## src/hdl/clc_dly.sv

```systemverilog
// ============================================================================
// clc_dly - valid and sideband delay line
// Carries a beat's valid bit and side data past a pipelined unit.
// ============================================================================
module clc_dly #(
  parameter int W     = 8,
  parameter int DEPTH = 4
) (
  input  logic         clk,
  input  logic         rst,
  input  logic         in_valid,
  input  logic [W-1:0] in_data,
  output logic         out_valid,
  output logic [W-1:0] out_data
);

  logic [W-1:0] data [DEPTH];
  logic         vld  [DEPTH];

  always_ff @(posedge clk) begin
    if (rst) begin
      for (int i = 0; i < DEPTH; i++) vld[i] <= 1'b0;
    end else begin
      vld[0] <= in_valid;
      for (int i = 1; i < DEPTH; i++) vld[i] <= vld[i-1];
    end
  end

  always_ff @(posedge clk) begin
    data[0] <= in_data;
    for (int i = 1; i < DEPTH; i++) data[i] <= data[i-1];
  end

  assign out_valid = vld[DEPTH-1];
  assign out_data  = data[DEPTH-1];

endmodule

```

## config.mk

```make
export PLATFORM = sky130hd
export DESIGN_NAME = clc_dly
export DESIGN_NICKNAME = d
export VERILOG_FILES = /design/src/hdl/clc_dly.sv
export SDC_FILE = /design/constraint.sdc
export NUM_CORES = 1
export LEC_CHECK = 0
export BUFFER_PORTS_ARGS = -buffer_cell sky130_fd_sc_hd__buf_2
export CELL_PAD_IN_SITES_DETAIL_PLACEMENT = 1
export CELL_PAD_IN_SITES_GLOBAL_PLACEMENT = 2
export CORE_MARGIN = 4
export CORE_UTILIZATION = 33
export CTS_BUF_LIST = sky130_fd_sc_hd__clkbuf_2 sky130_fd_sc_hd__clkbuf_4 sky130_fd_sc_hd__clkbuf_8
export DETAILED_ROUTE_END_ITERATION = 16
export PLACE_DENSITY_LB_ADDON = 0.1
export SYNTH_ARGS = -nofsm -noshare
export SYNTH_HDL_FRONTEND = slang
export SYNTH_SLANG_ARGS = --single-unit
```

## constraint.sdc

```tcl
create_clock -name clk -period 0.8 [get_ports clk]
set_input_delay 0.16 -clock clk [delete_from_list [all_inputs] [get_ports clk]]
set_output_delay 0.16 -clock clk [all_outputs]
set_load 0.02 [all_outputs]
```

; Yosys cells after proc, flatten, opt, wreduce, memory -nomap -nowiden
; Memory sizes are Yosys's and may differ from the RTL's.
; Cells that the tools add are included.
[totals]
latch_bits = 0
wordCells = 13
ramBits = 36
rom_bits = 0
n_memories = 2
ff_bits = 0
[classes]
div = 0
magnitude_cmp = 0
reduce_logical = 0
muxes = 7
n_eq_ne = 0
shift = 0
n_mul = 0
add_sub_neg = 0
bitwise = 4
[mem_list]
columns = memory, words, width, read_ports, rd_ports_with_merged_regs, write_ports, line_no
row1 = data, 4, 8, 4, 0, 4, 17  ; logic [W-1:0] data [DEPTH];
row2 = vld, 4, 1, 4, 0, 4, 18  ; logic vld [DEPTH];
[op_table]
columns = op, count
row1 = $mux 1, 7
row2 = $or 1x1->1, 4

; Longest topological paths before layout
[depth]
ltp_word = 3
mapped_depth = 1

; Least setup slack after synthesis
; Ideal clock, no wire load.
[synth_path]
path_kind = flip-flop to output port
from = memory data[3][0]
to = output out_data[0]
t_arrival_ps = 395
setup_slack_ps = 245
required_ps = 640
path_stages_with_launch = 1
path_buffers = 0
path_cell_list = dfxtp_1
[synth_rtl]
columns = item, line_no
row1 = from (decl), 17
row2 = to (decl), 14  ; output logic [W-1:0] out_data

==> results.sh <==
export IMPL_worst_pin_slew_ns=0.1003
export IMPL_port_buffers=19
export IMPL_p_switching_uw=617.8
export IMPL_crit_path_max_incr_delay_ns=0.33
export IMPL_ys_seq_area_share_pct=96.64
export IMPL_finalCriticalPeriod_ns=0.9349
export IMPL_clk_latency_ns=0.33
export IMPL_crit_family="flip-flops"
export IMPL_core_area_sq_um=2062
export IMPL_ir_drop_mv=1.568
export IMPL_slowest_stage="dfxtp_2"
export IMPL_die_y_microns=55.54
export IMPL_synth_top_area_cell="dfxtp_1"
export IMPL_syn_area_sq_um=745.7
export IMPL_status="finished with violations"
export IMPL_violations="negative setup slack"
export IMPL_grt_total_usage_pct=7.737
export IMPL_fin_skew_ns=0.006001
export IMPL_synth_top_area_share_pct=96.64
export IMPL_path_cells="buf_6"
export IMPL_ff2ff_setup_slack_ns=0.28
export IMPL_vias=372
export IMPL_ys_types=2
export IMPL_ant_nets=0
export IMPL_final_max_slew_viol_count=0
export IMPL_wire_per_inst_microns=9.529
export IMPL_via_per_inst=3.647
export IMPL_async_flop_share_pct=0
export IMPL_path_class="reg2out"
export IMPL_finalWirelength_microns=972
export IMPL_synth_nets=51
export IMPL_hold_viol_final=0
export IMPL_ys_top_cells_by_area="dfxtp_1, nor2b_1"
export IMPL_die_w_microns=55.54
export IMPL_finalSetupTns_ns=-1.188
export IMPL_max_slew_margin_pct=93.31
export IMPL_cts_sinks=36
export IMPL_start_util_pct=36.17
export IMPL_drc=0
export IMPL_dp_hpwl_microns=567.8
export IMPL_fin_nets=85
export IMPL_worst_slack_ns=-0.1349
export IMPL_synthMostInstantiatedCell="dfxtp_1"
export IMPL_cts_htree_levels=2
export IMPL_cap_viol_max_count=0
export IMPL_layout_worst_path_cycle_share_pct=116.9
export IMPL_die_area_sq_um=3084
export IMPL_post_place_ws_ns=0.1901
export IMPL_yosysWarnings=0
export IMPL_power_density_nw_per_um2=2976
export IMPL_grt_pass1_vias=417
export IMPL_boundaryPins=20
export IMPL_synth_cells=40
export IMPL_root_buffer="clkbuf_4"
export IMPL_critPathMaxFanout=1
export IMPL_hold_class="in2reg"
export IMPL_place_area_sq_um=874.6
export IMPL_critPathRequiredTime_ns=0.64
export IMPL_final_core_util_pct=53.46
export IMPL_globalRouteOverflowTotal=0
export IMPL_syn_avg_cell_area_sq_um=18.64
export IMPL_cts_tree="built"
export IMPL_combinationalPowerShare_pct=4.1
export IMPL_grt_max_degree=12
export IMPL_gp_congestion=0.6164
export IMPL_layout_cells_non_filler=102
export IMPL_endpoint_kind="output port"
export IMPL_cellInternalPower_mw=2.662
export IMPL_drt_first_iter_violations=4
export IMPL_numCtsBuffers=5
export IMPL_drt_first_pass_iters=4
export IMPL_swShare_pct=18.83
export IMPL_drive_gt1_share_pct=48.00
export IMPL_postCtsSetupBuffers=0
export IMPL_synth_common_cells="dfxtp_1, nor2b_1"
export IMPL_startpoint_type="flip-flop"
export IMPL_synth_edf_count=0
export IMPL_worstPathArrival_ns=0.77
export IMPL_cts_clk_slew_worst_paths_ns=0.10
export IMPL_grt_pass1_wl_microns=1738
export IMPL_row_count=16
export IMPL_placed_cells=86
export IMPL_antenna_found_initial=0
export IMPL_max_freq_mhz=1070
export IMPL_p_leak_nw=0.4852
export IMPL_clock_path_buffers=2
export IMPL_cp_num_buf_inv=1
export IMPL_ys_flop_type="dfxtp_1"
export IMPL_seqPwrFrac_pct=58.3
export IMPL_insertedDiodeCount=0
export IMPL_clockPowerShare_pct=37.6
export IMPL_final_area_sq_um=1102
export IMPL_ys_ff_latch=36
export IMPL_grt_setup_unrepaired="yes"
export IMPL_final_setup_viol_count=9
export IMPL_syn_to_final_growth_pct=47.82
[cell type report]
type	count	area [sq um]
fill	211	959.7
sequential	36	732.0
timing repair buffer	27	231.5
clock buffer	6	45.04
clock inverter	2	35.03
tap	27	33.78
multi-input combinational	4	25.02
[kinds of logic (layout without fill, tap and decap cells)]
family / after synthesis / in the layout / share of synthesized area (%)
buf+inv: 0 / 35 / 0
flops: 36 / 36 / 96.64
simple gates: 4 / 4 / 3.355
[registers in the layout, summed over array words and instances, names as in the netlist]
name	cells
data	32
vld	4
[layer usage]
layer  vias to the layer above  track usage (%)  wire length [microns]
li1                        187                -                      -
met1                       165            6.377                    363
met4                         0            4.167                      7
met2                        18            12.67                    495
met3                         2            6.527                    106
met5                         -                0                      0
[layout by cell type (no fill, tap or decap)]
cell type      Yosys  final
buf_6              0      9
bufinv_16          0      1
dfxtp_1           36     27
nor2b_1            4      4
clkbuf_4           0      6
dfxtp_2            0      9
dlygate4sd3_1      0      8
clkinv_2           0      1
buf_2              0     10
[power groups by stage]
stage          Combinational (mW)  Clock [mW]  Sequential [mW]
6_report                    0.135        1.23             1.91
5_1_grt                     0.144        1.37             1.92
4_1_cts                     0.136        1.27             1.91
3_5_place_dp               0.0803           0             1.94
3_3_place_gp               0.0799           0             1.94
2_1_floorplan             0.00461           0             1.97
[final timing paths]
path / to / depth (start not counted) / from
worst max-delay path: out_data[4] / 1 / data[3][4]
worst min register to register: data[3][2] / 0 / data[2][2]
worst min-delay path: vld[0][3] / 2 / rst
worst max register to register: vld[0][2] / 1 / vld[0][1]
[per-stage QoR]
step                      power (mW)  hold WS [ns]
after floorplan                1.973        0.1877
after global placement         2.020        0.2622
after detailed placement       2.025        0.2644
after CTS                      3.319       0.01800
after global routing           3.441     0.0009634
final                          3.280       0.02185
[repair_timing]
item	in CTS	in global routing
hold buffers	8	0
setup endpoints to repair	9	9
endpoints found under the hold margin	8	0
resized for setup	27	0
(Power assumes the default switching activity.)
