===== src/hdl/clc_pkg.sv =====
// ============================================================================
// clc_pkg - shared types and constants for the line/arc connection pipeline
// Widths of the intermediate values and the sideband records that travel
// beside the pipelined dividers.
// ============================================================================
package clc_pkg;

  // Pi in Q3.13 radians.
  localparam int PI_Q13 = 25736;

  // Main divider: 64-bit dividend magnitude, divisor 1 - cos in Q.28 (< 2^30).
  localparam int NUM_W = 64;
  localparam int DEN_W = 30;
  localparam int QUO_W = NUM_W + 1;

  // Curvature divider: 2^32 divided by a radius of at most 2^32.
  localparam int CRV_W = 33;

  // Magnitude of a relative coordinate (at most 2^33).
  localparam int PX_W   = 34;
  // Relative heading once it is known to lie in [0, pi].
  localparam int TH_W   = 15;
  // Signed line lengths before saturation.
  localparam int LEN_W  = 66;
  // Radius bits kept for the arc length product; larger radii saturate.
  localparam int RAD_W  = 44;
  localparam int PROD_W = RAD_W + TH_W;

  typedef logic [1:0] kind_t;
  localparam kind_t KIND_STRAIGHT = 2'd0;
  localparam kind_t KIND_LEFT     = 2'd1;
  localparam kind_t KIND_RIGHT    = 2'd2;

  // Sideband that rides along the main dividers.
  typedef struct packed {
    logic            reject;
    logic            straight;
    logic            py_pos;
    logic            xs;
    logic            ys;
    logic [PX_W-1:0] px;
    logic [TH_W-1:0] th;
  } side1_t;

  // Sideband that rides along the curvature divider.
  typedef struct packed {
    logic                    found;
    logic                    straight;
    logic                    line_lead;
    logic                    xs;
    logic                    ys;
    logic signed [LEN_W-1:0] len;
    logic                    arc_zero;
    logic                    arc_big;
    logic [PROD_W-1:0]       prod;
    logic                    csat;
    logic                    czero;
  } side2_t;

endpackage


===== src/hdl/clc_sel.sv =====
// ============================================================================
// clc_sel - choice between line-then-arc and arc-then-line
// Three register stages: line length and radius tests, path choice, then
// arc length product and curvature divider operand.
// ============================================================================
module clc_sel (
  input  logic                        clk,
  input  logic                        rst,
  input  logic                        in_valid,
  input  logic signed [clc_pkg::QUO_W-1:0] q,
  input  logic signed [clc_pkg::QUO_W-1:0] r,
  input  logic signed [clc_pkg::QUO_W-1:0] r2,
  input  clc_pkg::side1_t             side_in,
  input  logic [30:0]                 min_radius,
  output logic                        out_valid,
  output logic [clc_pkg::CRV_W-1:0]   den,
  output clc_pkg::side2_t             side_out
);
  import clc_pkg::*;

  logic ve, vf;

  // Stage E: line length and radius limits.
  logic signed [LEN_W-1:0] l1e;
  logic                    r_ge, r2_ge;
  logic signed [QUO_W-1:0] re, r2e;
  side1_t                  se;

  always_ff @(posedge clk) begin
    l1e   <= $signed({{(LEN_W-PX_W){1'b0}}, side_in.px}) - $signed({q[QUO_W-1], q});
    r_ge  <= r  >= $signed({{(QUO_W-31){1'b0}}, min_radius});
    r2_ge <= r2 >= $signed({{(QUO_W-31){1'b0}}, min_radius});
    re    <= r;
    r2e   <= r2;
    se    <= side_in;
  end

  // Stage F: pick the path shape.
  logic                    lf_c, alt_c;
  logic                    found_f, straight_f, lf_f, xs_f, ys_f;
  logic signed [LEN_W-1:0] len_f;
  logic signed [QUO_W-1:0] rsel;
  logic [TH_W-1:0]         th_f;

  assign lf_c  = r_ge && !l1e[LEN_W-1];
  assign alt_c = (l1e[LEN_W-1] || (l1e == '0)) && r2_ge;

  always_ff @(posedge clk) begin
    found_f    <= !se.reject && (se.straight ? !se.py_pos : (lf_c || alt_c));
    straight_f <= se.straight;
    lf_f       <= lf_c;
    xs_f       <= se.xs;
    ys_f       <= se.ys;
    rsel       <= lf_c ? re : r2e;
    th_f       <= se.th;
    if (se.straight) len_f <= $signed({{(LEN_W-PX_W){1'b0}}, se.px});
    else if (lf_c) len_f <= l1e;
    else len_f <= -l1e;
  end

  // Stage G: arc length product and curvature operand.
  always_ff @(posedge clk) begin
    side_out.found      <= found_f;
    side_out.straight   <= straight_f;
    side_out.line_lead  <= lf_f;
    side_out.xs         <= xs_f;
    side_out.ys         <= ys_f;
    side_out.len        <= len_f;
    side_out.arc_zero   <= (th_f == '0) || rsel[QUO_W-1] || (rsel == '0);
    side_out.arc_big    <= rsel[QUO_W-1:RAD_W] != '0;
    side_out.prod       <= rsel[RAD_W-1:0] * {{RAD_W{1'b0}}, th_f};
    side_out.csat       <= rsel <= $signed(QUO_W'(2));
    side_out.czero      <= rsel > $signed(QUO_W'(64'h1_0000_0000));
    den                 <= rsel[CRV_W-1:0];
  end

  always_ff @(posedge clk) begin
    if (rst) begin
      ve <= 1'b0; vf <= 1'b0; out_valid <= 1'b0;
    end else begin
      ve <= in_valid; vf <= ve; out_valid <= vf;
    end
  end

endmodule


===== config.mk =====
export PLATFORM = sky130hd
export DESIGN_NAME = clc_sel
export DESIGN_NICKNAME = d
export VERILOG_FILES = /design/src/hdl/clc_pkg.sv /design/src/hdl/clc_sel.sv
export SDC_FILE = /design/constraint.sdc
export NUM_CORES = 2
export LEC_CHECK = 0
export BUFFER_PORTS_ARGS = -buffer_cell sky130_fd_sc_hd__buf_2
export CORE_ASPECT_RATIO = 0.6
export CORE_MARGIN = 8
export CORE_UTILIZATION = 40
export CTS_CLUSTER_DIAMETER = 120
export DETAILED_ROUTE_END_ITERATION = 16
export GPL_TIMING_DRIVEN = 0
export PLACE_DENSITY = 0.63
export SKIP_LAST_GASP = 1
export SLEW_MARGIN = 25
export SYNTH_ARGS = -nofsm -noshare
export SYNTH_HDL_FRONTEND = slang
export SYNTH_SLANG_ARGS = --single-unit

===== constraint.sdc =====
create_clock -name clk -period 14.35 [get_ports clk]
set_input_delay 0.7175 -clock clk [delete_from_list [all_inputs] [get_ports clk]]
set_output_delay 0.7175 -clock clk [all_outputs]
set_load 0.02 [all_outputs]

Word level (Yosys, flattened, before mapping)
Index checks and enable logic that the tools add are counted.
Widths: inputs -> output; s select.
{ "word_totals": {"word_cells": 61, "ff_bits": 573} }
{ "classes": {"reduce_logical": 14, "mux": 4, "n_lt_le_gt_ge": 4, "multipliers": 1, "n_addsub": 2} }
{ "op_table": {"columns": ["cell", "count"], "rows": [
  ["$ge 65x32->1", 2],
  ["$logic_not 66->1", 1],
  ["$mux 66", 1],
  ["$neg 66->66", 1],
  ["$sub 35x65->66", 1],
  ["$gt 65x34->1 const B", 1],
  ["$le 65x3->1 const B", 1],
  ["$logic_not 65->1", 1],
  ["$mux 65", 1],
  ["$mul 44x15->59", 1],
  ["$mux 34", 1],
  ["$reduce_bool 21->1", 1],
  ["$logic_not 15->1", 1],
  ["$logic_or 1x1->1", 4],
  ["$logic_and 1x1->1", 3],
  ["$logic_not 1->1", 3],
  ["$mux 1", 1]
]} }

Logic depth before layout (Yosys ltp)
{ "logic_depth": {"word_depth": 6, "mapped_depth": 27, "mapped_depth_nobuf": 24} }

Least setup slack after synthesis
OpenSTA, ideal clock, no wires.
{ "synth_path": {"path_kind": "register to register", "startpoint": "register th_f[11]", "endpoint": "register side_out[56] in the netlist's numbering", "path_buffers": 2, "path_stages_with_launch": 24, "synth_period_minus_slack_ps": 6662, "arrival_ps": 6536, "setup_slack_ps": 7688, "required_time_ps": 14224, "path_cell_list": "dfxtp_1 -> clkbuf_1 -> clkbuf_1 -> nand2_1 -> fa_1 -> inv_1 -> fa_1 -> fa_1 -> fa_1 -> fa_1 -> inv_1 -> fa_1 -> inv_1 -> ha_1 -> and2_1 -> a221oi_1 -> a21boi_0 -> o22a_1 -> a32o_1 -> o31a_1 -> a31o_2 -> a22oi_1 -> nor2b_1 -> xnor2_1"} }
{ "synth_via": {"elab_chain_cells": 1} }
{ "synth_lines": {"columns": ["item", "line", "rtl"], "rows": [
  ["from (decl)", "clc_sel.sv:43", "logic [TH_W-1:0] th_f;"],
  ["from (signal assigned)", "clc_sel.sv:55", "th_f <= se.th;"],
  ["$mul 44x15->59", "clc_sel.sv:71", "side_out.prod <= rsel[RAD_W-1:0] * {{RAD_W{1'b0}}, th_f};"],
  ["to (decl)", "clc_sel.sv:17", "output clc_pkg::side2_t side_out"]
]} }
Every way passes these cells.
A chain may end at the register's enable or synchronous reset.

Final worst setup path
{ "layout_path": {"startpoint": "register th_f[7]", "endpoint": "register side_out[58] in the netlist's numbering"} }
The elaborated chain is that of the path after synthesis.

==> summary.txt <==
Floorplanning
  – DIE AREA: ~110,000 um2
  – # IOs: around 450
  – Core area: approximately 96,000 um2
  – Die Span Y: 258 um
  – Die width: ~420 um
  – Row cnt: 88
  – Effective utilization at floorplan: between 40% and 50%

Synthesis
  – Number of synthesized flops with an enable pin: 0
  – Syn nets: slightly above 5,000
  – Synth cell count leaders: inv_1 (633), nand2_1 (617), dfxtp_1 (573)
  – Area leader, netlist: dfxtp_1
  – Count leader, synth: inv_1
  – Cell Area, Synth: 39,100 um2
  – Top cells by area, synth: dfxtp_1 (29%), fa_1 (28%), ha_1 (7.0%)
  – Mean post-synth cell area: 9.60 um2
  – Flops & latches, synth: 573
  – Share of the synthesized area in the top cell type: slightly below 30%
  – Distinct cell type count after synthesis: 83
  – Register area share after synthesis: between 20% and 30%
  – Synthesized instance count: 4,072
  – Dominant synthesized flop cell: dfxtp_1
  – Post-synthesis async set-or-reset flop share: 0%
  – YS warnings: 0

Placed design
  – Port bufs: 450
  – Post-DP HPWL: 112,000 um
  – GP Congestion: approximately 0.99

Route
  – Drt wl/cell: 22.8 um
  – Routed wire length: approximately 140,000 um
  – ANT nets after route: 0
  – First DRT Iteration DRCs: ~3,000
  – DR pass1 iterations: 8
  – DRC viols: 0
  – Via count of the routed design: a little over 30,000
  – Vias per std cell: roughly 5.1

STA
  – Tcrit/Tclk final: 64.0%
  – Max-slew violation count: 0
  – Slew Limit Headroom: ~22%
  – Setup TNS: 0 ps
  – Setup violators final: 0
  – Minimum clock period: a little over 9000 ps
  – RSZ-0062 raised after global routing: no
  – Worst-Margin Slew: approximately 1200 ps
  – Final hold vios: 0
  – Clock skew: between 30 and 40 ps
  – Fmax: roughly 110 MHz

Critical path
  – Delay of the slowest critical-path stage: approximately 800 ps
  – Crit. End Element: flop
  – CP Buf/Inv Count: 5
  – Arrival time worst endpoint: between 9000 and 10,000 ps
  – Most frequent CP cell: fa_1
  – CP top delay family: adder cells
  – CP max-delay cell: clkbuf_1
  – WP data required: 14,900 ps
  – Cells along the critical path: clkbuf_1 > clkbuf_1 > nand2_1 > fa_1 > fa_1 > inv_1 > fa_1 > fa_1 > fa_1 > inv_1 > fa_1 > inv_1 > ha_1 > and2_1 > a221oi_1 > a21boi_0 > o22a_1 > a211oi_1 > o21ai_1 > a31oi_1 > o31a_1 > nor4_1 > a311o_1
  – Critical path peak fanout: 10
  – CP Launch Type: flop
  – Crit path kind: reg2reg

CTS
  – Num CTS Buffers: 55
  – # Post-CTS Setup Buffers: 0
  – Reg clk slew, reported paths: around 70 ps
  – Clock sink total: between 500 and 600
  – Clock Latency Late Sink: about 670 ps
  – CTS root buf: clkbuf_16
  – # resized after CTS: 0
  – H-tree depth: 2
  – Cts hold-fix bufs: 0
  – CTS Buffer Depth: 3
  – CTS tree: done

Final layout
  – Final Util: 46.8%
  – Layout cells sized above 1: between 10 and 15%
  – Final nets: about 5,600
  – Fillers: 9,336
  – Sequential standard cell area: 11,500 um2
  – Area grow syn2layout: 15.4%
  – Multi-input gate area: about 25,000 um2

Global routing
  – GRT Total Usage: between 20% and 30%
  – Initial antenna violation count: 21
  – Largest net degree at the start of global routing: 18
  – Grt total ovfl: 0
  – Global-route wire length before repair: between 150,000 and 200,000 um
  – Vias in the first global route: around 30,000

Hold path
  – Min-delay worst type: in2reg

Run
  – MaxCap Viol Count: 0

Outcome
  – Outcome: finished clean
[worst register-to-register path: stages, from the launching register on]
cell      delay (ps)
dfxtp_1          310
clkbuf_1         800
clkbuf_1         730
nand2_1          170
fa_1             520
fa_1             530
inv_1             50
fa_1             500
fa_1             530
fa_1             560
inv_1             60
fa_1             530
inv_1             40
ha_1             350
and2_1           230
a221oi_1         470
a21boi_0         190
o22a_1           250
a211oi_1         700
o21ai_1          450
a31oi_1          420
o31a_1           260
nor4_1            70
a311o_1          340
[state kept, by name, summed over array words and instances, names as in the netlist, 15 cells and up]
| register | flops |
|---|---|
| side_out | 134 |
| re | 65 |
| th_f | 15 |
| r2e | 65 |
| len_f | 66 |
| den | 33 |
| rsel | 65 |
| l1e | 66 |
| se | 54 |
[through the flow]
step | hold slack [ps] | instances | worst slack [ps] | instance area, um2
2_1_floorplan | 310 | 4072 | 7690 | 39100
3_3_place_gp | 310 | 5827 | 4840 | 43000
3_5_place_dp | 312 | 5828 | 5140 | 43000
4_1_cts | 109 | 5931 | 5110 | 45100
5_1_grt | 117 | 5934 | 4620 | 45100
6_report | 146 | 5939 | 5160 | 45100
[logic make-up (layout without fill, tap and decap cells)]
logic type / after synthesis / count (layout) / synth area share, %
AOI/OAI and AO/OA: 410 / 410 / 6.62
xor gates and xnor gates: 173 / 173 / 3.88
adders and majority gates: 765 / 765 / 35.0
buffers and inverters: 807 / 1361 / 7.76
DFF: 573 / 573 / 29.4
muxes: 35 / 35 / 0.999
other: 0 / 8 / 0
and+or+nand+nor: 1309 / 1309 / 16.4
[worst paths after layout]
check        slack, ps       start            to  cells past startpoint
min                150  side_in[0]         se[0]                      1
max reg2reg       5160     th_f[7]  side_out[58]                     23
max               5160     th_f[7]  side_out[58]                     23
min reg2reg        320       se[4]       th_f[4]                      0
[layout by cell type (no fill, tap or decap), types with 100 or more instances in the layout]
master / count
a21oi_1: 144
nand2_1: 617
xnor2_1: 100
buf_2: 452
ha_1: 220
inv_1: 633
nor2_1: 130
clkbuf_1: 164
fa_1: 545
dfxtp_1: 573
and2_1: 324
[layer usage]
layer	share of wire [%]	global-route usage, %	up-vias
met4	2.4	5.82	14
met3	13	9.40	194
li1	-	-	13600
met2	39	33.7	1534
met5	0.069	0.223	-
met1	46	36.0	14800
[layout make-up]
class,count,share of cell area (%)
multi-input combinational,2692,54.5
sequential,573,25.4
inverter,634,5.27
timing repair buffer,451,5.01
tap,1305,3.62
clock buffer,61,3.21
clock inverter,42,1.47
buffer,173,1.45
antenna,8,0.0444
Power is not shown: default switching activity piles up to over one toggle a cycle in this logic, so the estimate is an artifact.
